`src/sv/hcd_pkg.sv`:
```
// ============================================================================
// Hull corner detector package
// Types, register codes, reset values and the arctangent table.
// ============================================================================
`timescale 1ns / 1ps

package hcd_pkg;

    // Register field widths.
    localparam int ANGLE_THR_BITS = 16;
    localparam int DIST_THR_BITS  = 13;
    localparam int LIMIT_BITS     = 8;
    localparam int NUMBER_BITS    = 8;

    // Configuration port geometry.
    localparam int CFG_ADDR_BITS = 4;
    localparam int CFG_DATA_BITS = 32;

    // Register indexes, taken from paddr[3:2].
    localparam logic [1:0] REG_ANGLE_THR   = 2'd0;
    localparam logic [1:0] REG_DIST_THR    = 2'd1;
    localparam logic [1:0] REG_CORNER_LIMIT = 2'd2;

    // Register reset values.
    localparam logic [ANGLE_THR_BITS-1:0] ANGLE_THR_RESET   = 16'd4096;
    localparam logic [DIST_THR_BITS-1:0]  DIST_THR_RESET    = 13'd10;
    localparam logic [LIMIT_BITS-1:0]     CORNER_LIMIT_RESET = 8'd4;

    // CORDIC iteration count and operand pre-scaling.
    localparam int CORDIC_STEPS     = 28;
    localparam int CORDIC_PRE_SHIFT = 32;
    localparam int ITER_BITS        = $clog2(CORDIC_STEPS);

    // Configuration register set.
    typedef struct packed {
        logic [ANGLE_THR_BITS-1:0] angle_thr;
        logic [DIST_THR_BITS-1:0]  dist_thr;
        logic [LIMIT_BITS-1:0]     corner_limit;
    } t_cfg;

    // Whether the previous edge had a usable direction.
    typedef enum logic [1:0] {
        DIR_NONE    = 2'd0,
        DIR_VALID   = 2'd1,
        DIR_INVALID = 2'd2
    } t_dir_state;

    // atan(2^-i) in units of pi/2^30, rounded to nearest.
    function automatic logic signed [31:0] f_atan(input logic [ITER_BITS-1:0] idx);
        logic signed [31:0] v;
        case (idx)
            5'd0:    v = 32'sd268435456;
            5'd1:    v = 32'sd158466703;
            5'd2:    v = 32'sd83729454;
            5'd3:    v = 32'sd42502378;
            5'd4:    v = 32'sd21333666;
            5'd5:    v = 32'sd10677233;
            5'd6:    v = 32'sd5339919;
            5'd7:    v = 32'sd2670123;
            5'd8:    v = 32'sd1335082;
            5'd9:    v = 32'sd667543;
            5'd10:   v = 32'sd333772;
            5'd11:   v = 32'sd166886;
            5'd12:   v = 32'sd83443;
            5'd13:   v = 32'sd41722;
            5'd14:   v = 32'sd20861;
            5'd15:   v = 32'sd10430;
            5'd16:   v = 32'sd5215;
            5'd17:   v = 32'sd2608;
            5'd18:   v = 32'sd1304;
            5'd19:   v = 32'sd652;
            5'd20:   v = 32'sd326;
            5'd21:   v = 32'sd163;
            5'd22:   v = 32'sd81;
            5'd23:   v = 32'sd41;
            5'd24:   v = 32'sd20;
            5'd25:   v = 32'sd10;
            5'd26:   v = 32'sd5;
            5'd27:   v = 32'sd3;
            default: v = 32'sd0;
        endcase
        return v;
    endfunction

endpackage

```
`src/sv/hcd_apb_regs.sv`:
```
// ============================================================================
// Hull corner detector configuration registers
// APB-style register file holding the angle, distance and limit settings.
// ============================================================================
`timescale 1ns / 1ps

module hcd_apb_regs
    import hcd_pkg::*;
(
    input  logic                     i_clk,
    input  logic                     i_rst_n,
    input  logic                     psel,
    input  logic                     penable,
    input  logic                     pwrite,
    input  logic [CFG_ADDR_BITS-1:0] paddr,
    input  logic [CFG_DATA_BITS-1:0] pwdata,
    output logic [CFG_DATA_BITS-1:0] prdata,
    output logic                     pready,
    output t_cfg                     o_cfg
);

    t_cfg       r_cfg;
    logic [1:0] w_idx;
    logic       w_wr;

    // The port never inserts wait states.
    assign pready = 1'b1;
    assign w_idx  = paddr[CFG_ADDR_BITS-1:2];
    assign w_wr   = psel && penable && pwrite && pready;
    assign o_cfg  = r_cfg;

    // Register writes in the access phase.
    always_ff @(posedge i_clk) begin
        if (!i_rst_n) begin
            r_cfg.angle_thr    <= ANGLE_THR_RESET;
            r_cfg.dist_thr     <= DIST_THR_RESET;
            r_cfg.corner_limit <= CORNER_LIMIT_RESET;
        end else if (w_wr) begin
            case (w_idx)
                REG_ANGLE_THR:    r_cfg.angle_thr    <= pwdata[ANGLE_THR_BITS-1:0];
                REG_DIST_THR:     r_cfg.dist_thr     <= pwdata[DIST_THR_BITS-1:0];
                REG_CORNER_LIMIT: r_cfg.corner_limit <= pwdata[LIMIT_BITS-1:0];
                default: begin
                end
            endcase
        end
    end

    // Read data, zero extended; unused addresses read as zero.
    always_comb begin
        case (w_idx)
            REG_ANGLE_THR:    prdata = CFG_DATA_BITS'(r_cfg.angle_thr);
            REG_DIST_THR:     prdata = CFG_DATA_BITS'(r_cfg.dist_thr);
            REG_CORNER_LIMIT: prdata = CFG_DATA_BITS'(r_cfg.corner_limit);
            default:          prdata = '0;
        endcase
    end

endmodule

```
`src/sv/hcd_cordic.sv`:
```
// ============================================================================
// Hull corner detector arctangent unit
// Iterative vectoring CORDIC giving atan(ax/ay) folded to [0, pi/2].
// ============================================================================
`timescale 1ns / 1ps

module hcd_cordic
    import hcd_pkg::*;
#(
    parameter int COORD_BITS = 12,
    parameter int ANGLE_BITS = 16
) (
    input  logic                  i_clk,
    input  logic                  i_rst_n,
    input  logic                  i_start,
    input  logic [COORD_BITS-1:0] i_ax,
    input  logic [COORD_BITS-1:0] i_ay,
    output logic                  o_busy,
    output logic [ANGLE_BITS-1:0] o_mag
);

    // Datapath width: pre-scaled operand plus CORDIC gain headroom and sign.
    localparam int W = COORD_BITS + CORDIC_PRE_SHIFT + 3;
    localparam int SH = 31 - ANGLE_BITS;
    localparam logic [31:0] RND    = 32'd1 << (30 - ANGLE_BITS);
    localparam logic [31:0] ZMAX   = 32'd1 << 29;
    localparam logic [31:0] HALF32 = 32'd1 << (ANGLE_BITS - 2);
    localparam logic [ITER_BITS-1:0] LAST_ITER = ITER_BITS'(CORDIC_STEPS - 1);

    typedef enum logic [2:0] {
        C_IDLE  = 3'b001,
        C_ITER  = 3'b010,
        C_ROUND = 3'b100
    } t_cordic_state;

    t_cordic_state          r_state;
    t_cordic_state          n_state;
    logic [ITER_BITS-1:0]   r_iter;
    logic [W-1:0]           r_x;
    logic signed [W-1:0]    r_y;
    logic signed [31:0]     r_z;
    logic [ANGLE_BITS-1:0]  r_mag;

    logic                   w_yneg;
    logic [W-1:0]           w_yabs;
    logic [W-1:0]           w_xs;
    logic [W-1:0]           w_ysh;
    logic [31:0]            w_zc;
    logic [31:0]            w_zr;
    logic [31:0]            w_ms;
    logic [31:0]            w_mag;

    assign o_busy = (r_state != C_IDLE);
    assign o_mag  = r_mag;

    // One micro-rotation: x grows by |y| >> i, y moves toward zero by x >> i.
    assign w_yneg = r_y[W-1];
    assign w_yabs = w_yneg ? (~r_y + W'(1)) : r_y;
    assign w_xs   = r_x >> r_iter;
    assign w_ysh  = w_yabs >> r_iter;

    // Final angle: clamp to [0, pi/2] in table units, round half up.
    assign w_zc  = r_z[31] ? 32'd0 : ((r_z > $signed(ZMAX)) ? ZMAX : r_z);
    assign w_zr  = w_zc + RND;
    assign w_ms  = w_zr >> SH;
    assign w_mag = (w_ms > HALF32) ? HALF32 : w_ms;

    // Sequencer.
    always_comb begin
        n_state = r_state;
        unique case (r_state)
            C_IDLE: begin
                if (i_start && (i_ay != '0) && (i_ax != '0)) begin
                    n_state = C_ITER;
                end
            end
            C_ITER: begin
                if (r_iter == LAST_ITER) begin
                    n_state = C_ROUND;
                end
            end
            C_ROUND: begin
                n_state = C_IDLE;
            end
            default: begin
                n_state = C_IDLE;
            end
        endcase
    end

    always_ff @(posedge i_clk) begin
        if (!i_rst_n) begin
            r_state <= C_IDLE;
        end else begin
            r_state <= n_state;
        end
    end

    // Rotation registers and result; axis-aligned edges resolve at start.
    always_ff @(posedge i_clk) begin
        if (r_state == C_IDLE && i_start) begin
            r_iter <= '0;
            r_x    <= W'({i_ay, {CORDIC_PRE_SHIFT{1'b0}}});
            r_y    <= W'({i_ax, {CORDIC_PRE_SHIFT{1'b0}}});
            r_z    <= '0;
            if (i_ay == '0) begin
                r_mag <= HALF32[ANGLE_BITS-1:0];
            end else if (i_ax == '0) begin
                r_mag <= '0;
            end
        end else if (r_state == C_ITER) begin
            r_iter <= r_iter + ITER_BITS'(1);
            r_x    <= r_x + w_ysh;
            if (!w_yneg) begin
                r_y <= r_y - $signed(w_xs);
                r_z <= r_z + f_atan(r_iter);
            end else begin
                r_y <= r_y + $signed(w_xs);
                r_z <= r_z - f_atan(r_iter);
            end
        end else if (r_state == C_ROUND) begin
            r_mag <= w_mag[ANGLE_BITS-1:0];
        end
    end

endmodule

```
`src/sv/hcd_dist.sv`:
```
// ============================================================================
// Hull corner detector distance test
// Squared distance against the squared threshold on one shared multiplier.
// ============================================================================
`timescale 1ns / 1ps

module hcd_dist
    import hcd_pkg::*;
#(
    parameter int COORD_BITS = 12
) (
    input  logic                     i_clk,
    input  logic                     i_rst_n,
    input  logic                     i_start,
    input  logic [COORD_BITS-1:0]    i_ex,
    input  logic [COORD_BITS-1:0]    i_ey,
    input  logic [DIST_THR_BITS-1:0] i_thr,
    output logic                     o_busy,
    output logic                     o_far
);

    localparam int MW = (COORD_BITS > DIST_THR_BITS) ? COORD_BITS : DIST_THR_BITS;
    localparam int PW = 2 * MW;
    localparam int AW = PW + 1;

    typedef enum logic [3:0] {
        D_IDLE = 4'b0001,
        D_SQY  = 4'b0010,
        D_SQT  = 4'b0100,
        D_CMP  = 4'b1000
    } t_dist_state;

    t_dist_state    r_state;
    t_dist_state    n_state;
    logic [PW-1:0]  r_prod;
    logic [AW-1:0]  r_acc;
    logic           r_far;
    logic [MW-1:0]  w_op;

    assign o_busy = (r_state != D_IDLE);
    assign o_far  = r_far;

    // Multiplier operand: ex at start, then ey, then the threshold.
    always_comb begin
        unique case (r_state)
            D_IDLE:  w_op = MW'(i_ex);
            D_SQY:   w_op = MW'(i_ey);
            default: w_op = MW'(i_thr);
        endcase
    end

    // Sequencer.
    always_comb begin
        n_state = r_state;
        unique case (r_state)
            D_IDLE: begin
                if (i_start) begin
                    n_state = D_SQY;
                end
            end
            D_SQY:   n_state = D_SQT;
            D_SQT:   n_state = D_CMP;
            D_CMP:   n_state = D_IDLE;
            default: n_state = D_IDLE;
        endcase
    end

    always_ff @(posedge i_clk) begin
        if (!i_rst_n) begin
            r_state <= D_IDLE;
        end else begin
            r_state <= n_state;
        end
    end

    // Product register, running sum and final compare.
    always_ff @(posedge i_clk) begin
        if (r_state == D_IDLE && i_start) begin
            r_prod <= w_op * w_op;
        end else if (r_state == D_SQY) begin
            r_prod <= w_op * w_op;
            r_acc  <= AW'(r_prod);
        end else if (r_state == D_SQT) begin
            r_prod <= w_op * w_op;
            r_acc  <= r_acc + AW'(r_prod);
        end else if (r_state == D_CMP) begin
            r_far <= (r_acc > AW'(r_prod));
        end
    end

endmodule

```
`src/sv/hull_corner_detector_core.sv`:
```
// ============================================================================
// Hull corner detector core
// Finds corners among the ordered points of a convex hull.
// ============================================================================
// Points of one hull arrive in order, the hull's last point first with
// i_first set; that item only seeds the previous point. A seed item, an item
// of an abandoned hull and a repeated point leave the block idle and ready
// at once. Any other point keeps it busy from acceptance through the
// 28-iteration CORDIC loop that finds the edge direction, its rounding step,
// and the calculate and decide states of the sequencer. Horizontal and
// vertical edges skip the loop; the distance test's ey, threshold and compare
// states on its shared multiplier, which runs alongside the CORDIC, then set
// the wait, plus the calculate and decide states. A result waits in an
// output register, and the next point is accepted meanwhile; the block holds
// in its decision state only when a new corner is ready while the previous
// one has not been taken. Configuration is to be written through the
// APB-style port while the block is idle; the block does not enforce it.
`timescale 1ns / 1ps

module hull_corner_detector_core
    import hcd_pkg::*;
#(
    parameter int COORD_BITS = 12,
    parameter int ANGLE_BITS = 16
) (
    input  logic                     i_clk,
    input  logic                     i_rst_n,
    // Configuration port.
    input  logic                     psel,
    input  logic                     penable,
    input  logic                     pwrite,
    input  logic [CFG_ADDR_BITS-1:0] paddr,
    input  logic [CFG_DATA_BITS-1:0] pwdata,
    output logic [CFG_DATA_BITS-1:0] prdata,
    output logic                     pready,
    // Point input.
    input  logic                     i_valid,
    output logic                     o_ready,
    input  logic                     i_first,
    input  logic [COORD_BITS-1:0]    i_point_x,
    input  logic [COORD_BITS-1:0]    i_point_y,
    // Corner output.
    output logic                     o_valid,
    input  logic                     i_ready,
    output logic [COORD_BITS-1:0]    o_corner_x,
    output logic [COORD_BITS-1:0]    o_corner_y,
    output logic [NUMBER_BITS-1:0]   o_corner_number,
    output logic                     o_too_many
);

    localparam int DW = (ANGLE_BITS + 1 > ANGLE_THR_BITS) ? ANGLE_BITS + 1 : ANGLE_THR_BITS;

    typedef enum logic [2:0] {
        S_IDLE   = 3'b001,
        S_CALC   = 3'b010,
        S_DECIDE = 3'b100
    } t_state;

    t_cfg                      w_cfg;
    t_state                    r_state;
    t_state                    n_state;

    // Hull tracking state.
    logic [COORD_BITS-1:0]     r_last_x;
    logic [COORD_BITS-1:0]     r_last_y;
    logic signed [ANGLE_BITS-1:0] r_last_dir;
    t_dir_state                r_dir_state;
    logic [COORD_BITS-1:0]     r_kept_x;
    logic [COORD_BITS-1:0]     r_kept_y;
    logic                      r_have;
    logic [LIMIT_BITS-1:0]     r_count;
    logic                      r_abandon;

    // Current point while its edge is worked on.
    logic [COORD_BITS-1:0]     r_px;
    logic [COORD_BITS-1:0]     r_py;
    logic                      r_neg;

    // Output register.
    logic                      r_ovalid;
    logic [COORD_BITS-1:0]     r_ox;
    logic [COORD_BITS-1:0]     r_oy;
    logic [NUMBER_BITS-1:0]    r_onum;
    logic                      r_otoo;

    logic                      w_accept;
    logic                      w_same;
    logic                      w_go;
    logic [COORD_BITS-1:0]     w_ax;
    logic [COORD_BITS-1:0]     w_ay;
    logic                      w_neg;
    logic [COORD_BITS-1:0]     w_ex;
    logic [COORD_BITS-1:0]     w_ey;
    logic                      w_cordic_busy;
    logic [ANGLE_BITS-1:0]     w_mag;
    logic                      w_dist_busy;
    logic                      w_dist_far;
    logic signed [ANGLE_BITS-1:0] w_dir;
    logic signed [ANGLE_BITS:0]   w_diff;
    logic [ANGLE_BITS:0]       w_delta;
    logic                      w_turn;
    logic                      w_hit;
    logic                      w_over;
    logic                      w_slot;
    logic                      w_commit;

    hcd_apb_regs u_regs (
        .i_clk   (i_clk),
        .i_rst_n (i_rst_n),
        .psel    (psel),
        .penable (penable),
        .pwrite  (pwrite),
        .paddr   (paddr),
        .pwdata  (pwdata),
        .prdata  (prdata),
        .pready  (pready),
        .o_cfg   (w_cfg)
    );

    // Input handshake and edge vector of the arriving point.
    assign o_ready  = (r_state == S_IDLE);
    assign w_accept = i_valid && o_ready;
    assign w_same   = (i_point_x == r_last_x) && (i_point_y == r_last_y);
    assign w_go     = w_accept && !i_first && !r_abandon && !w_same;
    assign w_ax     = (r_last_x >= i_point_x) ? (r_last_x - i_point_x) : (i_point_x - r_last_x);
    assign w_ay     = (r_last_y >= i_point_y) ? (r_last_y - i_point_y) : (i_point_y - r_last_y);
    assign w_neg    = (r_last_x < i_point_x) != (r_last_y < i_point_y);

    // Offset of the previous point from the last kept corner.
    assign w_ex = (r_last_x >= r_kept_x) ? (r_last_x - r_kept_x) : (r_kept_x - r_last_x);
    assign w_ey = (r_last_y >= r_kept_y) ? (r_last_y - r_kept_y) : (r_kept_y - r_last_y);

    hcd_cordic #(
        .COORD_BITS (COORD_BITS),
        .ANGLE_BITS (ANGLE_BITS)
    ) u_cordic (
        .i_clk   (i_clk),
        .i_rst_n (i_rst_n),
        .i_start (w_go),
        .i_ax    (w_ax),
        .i_ay    (w_ay),
        .o_busy  (w_cordic_busy),
        .o_mag   (w_mag)
    );

    hcd_dist #(
        .COORD_BITS (COORD_BITS)
    ) u_dist (
        .i_clk   (i_clk),
        .i_rst_n (i_rst_n),
        .i_start (w_go),
        .i_ex    (w_ex),
        .i_ey    (w_ey),
        .i_thr   (w_cfg.dist_thr),
        .o_busy  (w_dist_busy),
        .o_far   (w_dist_far)
    );

    // Corner decision from the signed direction and the distance test.
    assign w_dir    = r_neg ? $signed(~w_mag + ANGLE_BITS'(1)) : $signed(w_mag);
    assign w_diff   = {w_dir[ANGLE_BITS-1], w_dir} - {r_last_dir[ANGLE_BITS-1], r_last_dir};
    assign w_delta  = w_diff[ANGLE_BITS] ? (~w_diff + (ANGLE_BITS+1)'(1)) : w_diff;
    assign w_turn   = (DW'(w_delta) > DW'(w_cfg.angle_thr));
    assign w_hit    = (r_dir_state == DIR_VALID) && w_turn && (!r_have || w_dist_far);
    assign w_over   = w_hit && (r_count >= w_cfg.corner_limit);
    assign w_slot   = !r_ovalid || i_ready;
    assign w_commit = (r_state == S_DECIDE) && (!w_hit || w_slot);

    // Sequencer.
    always_comb begin
        n_state = r_state;
        unique case (r_state)
            S_IDLE: begin
                if (w_go) begin
                    n_state = S_CALC;
                end
            end
            S_CALC: begin
                if (!w_cordic_busy && !w_dist_busy) begin
                    n_state = S_DECIDE;
                end
            end
            S_DECIDE: begin
                if (w_commit) begin
                    n_state = S_IDLE;
                end
            end
            default: begin
                n_state = S_IDLE;
            end
        endcase
    end

    // Control state and hull tracking.
    always_ff @(posedge i_clk) begin
        if (!i_rst_n) begin
            r_state     <= S_IDLE;
            r_last_x    <= '0;
            r_last_y    <= '0;
            r_last_dir  <= '0;
            r_dir_state <= DIR_NONE;
            r_kept_x    <= '0;
            r_kept_y    <= '0;
            r_have      <= 1'b0;
            r_count     <= '0;
            r_abandon   <= 1'b0;
            r_ovalid    <= 1'b0;
        end else begin
            r_state <= n_state;

            // A seed item restarts the hull; a repeated point voids the direction.
            if (w_accept && i_first) begin
                r_last_x    <= i_point_x;
                r_last_y    <= i_point_y;
                r_last_dir  <= '0;
                r_dir_state <= DIR_NONE;
                r_have      <= 1'b0;
                r_count     <= '0;
                r_abandon   <= 1'b0;
            end else if (w_accept && !r_abandon && w_same) begin
                r_last_dir  <= '0;
                r_dir_state <= DIR_INVALID;
            end

            // End of a full edge: overflow abandons the hull, else advance.
            if (w_commit) begin
                if (w_over) begin
                    r_abandon <= 1'b1;
                end else begin
                    if (w_hit) begin
                        r_kept_x <= r_last_x;
                        r_kept_y <= r_last_y;
                        r_have   <= 1'b1;
                        r_count  <= r_count + LIMIT_BITS'(1);
                    end
                    r_last_x    <= r_px;
                    r_last_y    <= r_py;
                    r_last_dir  <= w_dir;
                    r_dir_state <= DIR_VALID;
                end
            end

            // Output valid: set by a new result, cleared when the item is taken.
            if (w_commit && w_hit) begin
                r_ovalid <= 1'b1;
            end else if (i_ready) begin
                r_ovalid <= 1'b0;
            end
        end
    end

    // Point capture and output payload.
    always_ff @(posedge i_clk) begin
        if (w_go) begin
            r_px  <= i_point_x;
            r_py  <= i_point_y;
            r_neg <= w_neg;
        end
        if (w_commit && w_hit) begin
            r_ox   <= w_over ? '0 : r_last_x;
            r_oy   <= w_over ? '0 : r_last_y;
            r_onum <= NUMBER_BITS'(r_count);
            r_otoo <= w_over;
        end
    end

    assign o_valid         = r_ovalid;
    assign o_corner_x      = r_ox;
    assign o_corner_y      = r_oy;
    assign o_corner_number = r_onum;
    assign o_too_many      = r_otoo;

endmodule

```
`config.mk`:
```
export PLATFORM = sky130hd
export DESIGN_NAME = hull_corner_detector_core
export DESIGN_NICKNAME = d
export VERILOG_FILES = /design/src/sv/hcd_pkg.sv /design/src/sv/hcd_apb_regs.sv /design/src/sv/hcd_cordic.sv /design/src/sv/hcd_dist.sv /design/src/sv/hull_corner_detector_core.sv
export SDC_FILE = /design/constraint.sdc
export NUM_CORES = 2
export LEC_CHECK = 0
export BUFFER_PORTS_ARGS = -buffer_cell sky130_fd_sc_hd__buf_2
export CAP_MARGIN = 40
export CORE_ASPECT_RATIO = 1.4
export CORE_MARGIN = 10
export CORE_UTILIZATION = 60
export CTS_CLUSTER_SIZE = 24
export DETAILED_ROUTE_END_ITERATION = 10
export GPL_TIMING_DRIVEN = 0
export MAX_ROUTING_LAYER = met4
export PLACE_DENSITY = 0.76
export SLEW_MARGIN = 20
export SYNTH_ARGS = -nofsm -noshare
export SYNTH_HDL_FRONTEND = slang
export SYNTH_SLANG_ARGS = --single-unit
```
`constraint.sdc`:
```
create_clock -name i_clk -period 9.7 [get_ports i_clk]
set_input_delay 0.97 -clock i_clk [delete_from_list [all_inputs] [get_ports i_clk]]
set_output_delay 0.97 -clock i_clk [all_outputs]
set_load 0.02 [all_outputs]
```
# ---- Yosys cells after proc, flatten, opt, wreduce, memory -nomap -nowiden
# Memory sizes are Yosys's and may differ from the RTL's. A register that Yosys moved wholly into a read port is not among the register bits.
# Cells that the tools add are included.
dict set report totals {
  register_bits 383
  memories 2
  romBits 1856
  inputBits 68
  out_inout_bits 68
  elab_cells 229
}
dict set report op_classes {
  n_shift 2
  reduce_logical 50
  n_mul 1
  n_lt_le_gt_ge 11
  n_addsub 21
  mux 74
  n_eq_ne 27
  n_bitwise 7
}
# memory depth width read_ports rd_ports_with_merged_regs wr line
set mem_list {}
lappend mem_list {{(name not given)} 32 29 1 1 0 hcd_pkg.sv:51} ;# case (idx)
lappend mem_list {{(name not given)} 32 29 1 1 0 hcd_pkg.sv:51}
# operator count
set ops {}
lappend ops {{$mux W32} 8}
lappend ops {{$mux W16} 11}
lappend ops {{$mux W44} 4}
lappend ops {{$mux W12} 10}
lappend ops {{$mux W26} 4}
lappend ops {{$sub A12 B12 Y12} 8}
lappend ops {{$add A47 B47 Y47} 2}
lappend ops {{$mux W47} 2}
lappend ops {{$shr A47 B5 Y47} 2}
lappend ops {{$ge A12 B12 Y1} 4}
lappend ops {{$pmux W16 S3} 1}
lappend ops {{$add A47 B2 Y47 const B} 1}
lappend ops {{$not A47 Y47} 1}
lappend ops {{$sub A47 B47 Y47} 1}
lappend ops {{$add A32 B15 Y32 const B} 1}
lappend ops {{$add A32 B32 Y32} 1}
lappend ops {{$gt A32 B31 Y1 const B} 1}
lappend ops {{$mux W8} 4}
lappend ops {{$sub A32 B32 Y32} 1}
lappend ops {{$mux W31} 1}
lappend ops {{$add A27 B26 Y27} 1}
lappend ops {{$gt A27 B26 Y1} 1}
lappend ops {{$mux W27} 1}
lappend ops {{$mul A13 B13 Y26} 1}
lappend ops {{50 further kinds} 121}

# ---- Longest topological paths before layout
dict set report logic_depth {
  word_depth 15
  depth_mapped 39
  mapped_depth_nobuf 38
}

# ---- Cells and area by module
# Synthesis repeated with hierarchy kept, for this count alone.
dict set report unflattened {
  cells_unflattened 5547
  hier_area_um2 45334.7
}
# module area_per_inst_um2 cells_per_inst seq_area_each_um2 instances
set by_module_without_submodules {}
lappend by_module_without_submodules {hcd_cordic 22602.9 2930 3983.8 1}
lappend by_module_without_submodules {hull_corner_detector_core 12026.5 1400 3343.2 1}
lappend by_module_without_submodules {hcd_dist 8824.7 1008 1671.6 1}
lappend by_module_without_submodules {hcd_apb_regs 1880.6 209 740.7 1}

# ---- Least setup slack after synthesis
# OpenSTA, ideal clock, no wires.
dict set report synth_timing {
  path_type {register -> register}
  from {register r_last_y[0]}
  to {register u_dist.r_prod[25] (data pin)}
  t_arrival_ps 8546
  slack_ps 895
  setup_ps 259
  period_less_slack_ps 8805
  path_buffers 1
  required_time_ps 9441
  stages_incl_launch_ff 37
  path_cell_list {dfxtp_1 inv_1 ha_1 inv_1 fa_1 a21o_1 a221oi_1 a21oi_1 o21ai_0 nand2_1 mux2_2 a221oi_1 xor2_1 nor2_1 a221o_1 clkbuf_1 nand2_1 inv_1 fa_1 inv_1 fa_1 inv_1 fa_1 fa_1 fa_1 ha_1 and3_1 a21oi_1 o21ai_0 o41ai_1 o21ai_0 o21a_1 o21a_1 o2111ai_1 and4_1 a21oi_1 xnor2_1}
}
dict set report synth_via {
  elab_chain_len 7
  elab_cells_between_ends 14
  classes_between {add/sub (2); mul (1); order compare (1); eq/ne (1); mux (5); reduce/logical (4)}
}
# item line
set synth_rtl {}
lappend synth_rtl {{start, declared} hull_corner_detector_core.sv:65} ;# logic [COORD_BITS-1:0] r_last_y;
lappend synth_rtl {{start signal, assigned} hull_corner_detector_core.sv:214} ;# r_last_y <= i_point_y;
lappend synth_rtl {{start signal, assigned} hull_corner_detector_core.sv:237} ;# r_last_y <= r_py;
lappend synth_rtl {{$sub A12 B12 Y12 or $ge A12 B12 Y1 (tied branches)} hull_corner_detector_core.sv:131} ;# assign w_ey = (r_last_y >= r_kept_y) ? (r_last_y - r_kept_y) : (r_kept_y - r_last_y);
lappend synth_rtl {{$mux W12} hull_corner_detector_core.sv:131}
lappend synth_rtl {{$pmux W13 S2} hcd_dist.sv:45} ;# unique case (r_state)
lappend synth_rtl {{$mul A13 B13 Y26} {hcd_dist.sv:79, hcd_dist.sv:81, hcd_dist.sv:84}}
lappend synth_rtl {{$mux W26} hcd_dist.sv:83} ;# end else if (r_state == D_SQT) begin
lappend synth_rtl {{$mux W26} hcd_dist.sv:80} ;# end else if (r_state == D_SQY) begin
lappend synth_rtl {{$mux W26 (*)} hcd_dist.sv:78} ;# if (r_state == D_IDLE && i_start) begin
lappend synth_rtl {{end signal, assigned} hcd_dist.sv:79} ;# r_prod <= w_op * w_op;
lappend synth_rtl {{end signal, assigned} hcd_dist.sv:81} ;# r_prod <= w_op * w_op;
lappend synth_rtl {{end signal, assigned} hcd_dist.sv:84} ;# r_prod <= w_op * w_op;
lappend synth_rtl {{end, declared} hcd_dist.sv:35} ;# logic [PW-1:0] r_prod;
# Mark *: on every way between the ends. The rest lies on a longest branch, timed or not. The select of a mux whose other input is x is not followed.
# A chain may end at the register's enable or synchronous reset.

# ---- Final worst setup path
dict set report layout_timing {
  from {register u_cordic.r_iter[0]}
  to {register u_cordic.r_y[46]}
}
dict set report layout_via {
  elab_chain_len 3
  elab_cells_between_ends 4
  classes_between {add/sub (2); shift (1); mux (1)}
}
# item line
set layout_rtl {}
lappend layout_rtl {{start, declared} hcd_cordic.sv:38} ;# logic [ITER_BITS-1:0] r_iter;
lappend layout_rtl {{start signal, assigned} hcd_cordic.sv:112} ;# r_iter <= r_iter + ITER_BITS'(1);
lappend layout_rtl {{$shr A47 B5 Y47 (*)} hcd_cordic.sv:59} ;# assign w_xs = r_x >> r_iter;
lappend layout_rtl {{$sub A47 B47 Y47 or $add A47 B47 Y47 (tied branches)} {hcd_cordic.sv:115, hcd_cordic.sv:118}}
lappend layout_rtl {{$mux W47 (*)} hcd_cordic.sv:114} ;# if (!w_yneg) begin
lappend layout_rtl {{end signal, assigned} hcd_cordic.sv:104} ;# r_y <= W'({i_ax, {CORDIC_PRE_SHIFT{1'b0}}});
lappend layout_rtl {{end signal, assigned} hcd_cordic.sv:115} ;# r_y <= r_y - $signed(w_xs);
lappend layout_rtl {{end signal, assigned} hcd_cordic.sv:118} ;# r_y <= r_y + $signed(w_xs);
lappend layout_rtl {{end, declared} hcd_cordic.sv:40} ;# logic signed [W-1:0] r_y;
# Mark *: on every way between the ends. The rest lies on a longest branch, timed or not.

==> impl_metrics.json <==
{
  "dr.pass1.iters": 6,
  "tightest_slew_ns": 1.02,
  "tritoncts": "built",
  "drtIter0Drc": 3797,
  "cts_buffer_depth": 3,
  "muxShareOfSynthArea": 0.0875,
  "synth_edf_count": 151,
  "relSlewSlack": 0.317,
  "worstPathArrival_ns": 9.94,
  "synth_compound_area_frac": 0.214,
  "crit_fanout": 10,
  "rows": 116,
  "yosysTopAreaCell": "dfxtp_1",
  "synth_area_mm2": 0.0436,
  "startpoint_type": "flop",
  "power_frac_seq": 0.260,
  "final_area_mm2": 0.0477,
  "synthTopCellsByCount": "nand2_1, nor2_1, a21oi_1",
  "crit_type": "reg2reg",
  "path_common_cell": "buf_4",
  "fp.dieH_um": 339,
  "ioPinCount": 136,
  "fin_nets": 6132,
  "post_synth_and_or_nand_nor_area_fraction": 0.175,
  "power_switching_w": 0.00327,
  "hold_ws_ns": 0.457,
  "place_area_mm2": 0.0458,
  "gp_congestion": 1.13,
  "synth_cells": 5345,
  "areaGrowthSynthToFinish_pct": 9.47,
  "portBuffers": 100,
  "period_share": 0.974,
  "grt_pass1_vias": 41000,
  "clkTransAtPathRegs_ns": 0.07,
  "synth_fa_ha_area_frac": 0.162,
  "detail_route.wl_per_cell_um": 25.3,
  "cts_buffers": 46,
  "clkPwrFrac": 0.242,
  "ant_nets": 0,
  "setup_viol": 0,
  "grtUsageTotal": 0.391,
  "synth_xor_area_frac": 0.0733,
  "maxCapViolCount": 0,
  "yosys_register_bits": 411,
  "hold_viol_final": 0,
  "power_density_mw_per_mm2": 164,
  "synth_top_family_by_area": "compound AO/OA/AOI/OAI gates",
  "layout-drive-gt1-share": 0.0889,
  "max-vdd-ir-drop_v": 0.000196,
  "skew_ns": 0.0265,
  "max_freq_mhz": 106,
  "p_leak_nw": 20.0,
  "ys_seq_area_frac": 0.223,
  "totalPowerFinal_w": 0.00785,
  "power_frac_comb": 0.497,
  "num_vias": 43000,
  "outcome": "finished, final reports clean",
  "drc_errors": 0,
  "core_area_mm2": 0.0718,
  "min_path_type": "reg2reg",
  "netlist.area_leader.share": 0.119,
  "dp_slack_ns": -1.13,
  "yosys_warnings": 0,
  "cts_sinks": 411,
  "synthDistinctLibCells": 97,
  "yosys-top-cells-area": "dfxtp_1, ha_1, edfxtp_1",
  "die_w_um": 248,
  "synth.avg_cell_area_um2": 8.16,
  "cp-end-kind": "flop",
  "dp_hpwl_um": 132000,
  "clkLatencyLatePin_ns": 0.64,
  "cp.required_ns": 10.19,
  "tns_ns": 0,
  "grt.overflow.total": 0,
  "cts_root_buf": "clkbuf_16",
  "antenna_found_initial": 5,
  "via_per_inst": 6.55,
  "start_util": 0.607,
  "cts_max_level": 2,
  "die_area_mm2": 0.0840,
  "routed_wirelength_um": 166000,
  "ys_async_sr_fraction": 0,
  "fin_ws_ns": 0.250,
  "slowest_stage": "dfxtp_1",
  "max_stage_delay_ns": 0.62,
  "grt_start_max_net_pins": 29,
  "sw_frac_of_total": 0.416,
  "yosysMostFrequentCell": "nand2_1",
  "grt_pass1_wl_um": 246000,
  "drv_slew": 0,
  "ys.flop_type": "dfxtp_1",
  "fin_crit_ns": 9.45,
  "internal_power_w": 0.00458
}
## cell usage in the layout, fill, tap and decap left out, types with 38 or more instances in the layout
cell type	Yosys	routed
a211oi_1	60	58
a21o_1	111	111
a21oi_1	417	415
a31oi_1	40	38
and2_1	55	55
and3_1	59	59
buf_2	17	127
buf_4	25	52
clkbuf_1	218	210
clkbuf_16	0	49
dfxtp_1	260	257
edfxtp_1	151	151
fa_1	110	110
ha_1	388	387
inv_1	389	386
mux2_2	43	43
mux2i_1	182	180
mux4_2	67	67
nand2_1	513	512
nand2b_1	68	68
nand3_1	142	142
nand4_1	49	49
nor2_1	422	420
nor2b_1	54	54
nor3_1	78	77
o21a_1	55	55
o21ai_0	362	355
o22ai_1	54	54
o31ai_1	42	42
xnor2_1	227	225
xor2_1	138	136
## final timing paths
| check | slack (ns) | endpoint | start | depth (start not counted) |
|---|---|---|---|---|
| worst min register to register | 0.46 | u_regs.o_cfg[35]$_SDFFE_PN0P_ | u_regs.o_cfg[35]$_SDFFE_PN0P_ | 2 |
| worst max register to register | 0.25 | u_cordic.r_y[46]$_SDFFE_PP0P_ | u_cordic.r_iter[0]$_SDFFE_PP0P_ | 29 |
| worst min-delay path | 0.46 | u_regs.o_cfg[35]$_SDFFE_PN0P_ | u_regs.o_cfg[35]$_SDFFE_PN0P_ | 2 |
| worst max-delay path | 0.25 | u_cordic.r_y[46]$_SDFFE_PP0P_ | u_cordic.r_iter[0]$_SDFFE_PP0P_ | 29 |
## logic make-up after synthesis
kind of cell / Yosys count
AO/OA/AOI/OAI: 1472
buffers and inverters: 696
adder cells (fa/ha/maj): 498
flip-flops: 411
multiplexers: 292
XOR/XNOR: 365
AND/OR/NAND/NOR: 1609
other: 2
## critical path, delay by kind of cell (launching register included)
family,cells,cell delay [ns]
AOI/OAI and AO/OA,14,3.78
buffers and inverters,7,1.80
and+or+nand+nor,3,1.17
muxes,2,0.79
xor gates and xnor gates,2,0.78
DFF,1,0.62
adders and majority gates,1,0.36
## layout make-up
type | count | area, µm²
Antenna cell | 7 | 17.5
Buffer | 301 | 1350
Clock buffer | 59 | 1300
Clock inverter | 27 | 294
Fill cell | 6223 | 24100
Inverter | 393 | 1480
Multi-Input combinational cell | 4254 | 31400
Sequential cell | 411 | 9740
Tap cell | 944 | 1180
Timing Repair Buffer | 159 | 1040
## metal layers
metal | global-route usage | vias to the layer above | wire [µm]
li1 | - | 19600 | -
met5 | - | - | 0
met2 | 0.631 | 2099 | 77800
met3 | 0.0573 | 714 | 11700
met4 | 0.343 | 0 | 18700
met1 | 0.412 | 20500 | 57400
## power groups by stage
stage          logic (W)  clock network, W  registers [W]
3_3_place_gp     0.00362                 0        0.00208
3_5_place_dp     0.00373                 0        0.00208
6_report         0.00391           0.00190        0.00204
4_1_cts          0.00381           0.00191        0.00204
5_1_grt          0.00431           0.00196        0.00205
2_1_floorplan    0.00279                 0        0.00203
## registers in the layout, indices dropped and copies added, names as in the netlist, 16 cells and up, named ones only
name and count:
r_last_dir 16, u_cordic.o_mag 16, u_cordic.r_x 47, u_cordic.r_y 47, u_cordic.r_z 32, u_dist.r_acc 27, u_dist.r_prod 25, u_regs.o_cfg 37
## stage by stage
stage,std cells,util
final,6555,0.665
after global routing,6554,0.665
after CTS,6530,0.661
after detailed placement,6440,0.637
after global placement,6405,0.631
after floorplan,5361,-
## what timing repair did
item,4_1_cts,5_1_grt
pin swaps,3,7
gates resized for setup,17,42
gates cloned,0,0
endpoints found under the setup margin,10,8
endpoints found under the hold margin,0,0
hold buffers,0,0
setup buffers,5,8
(Power assumes the default switching activity.)
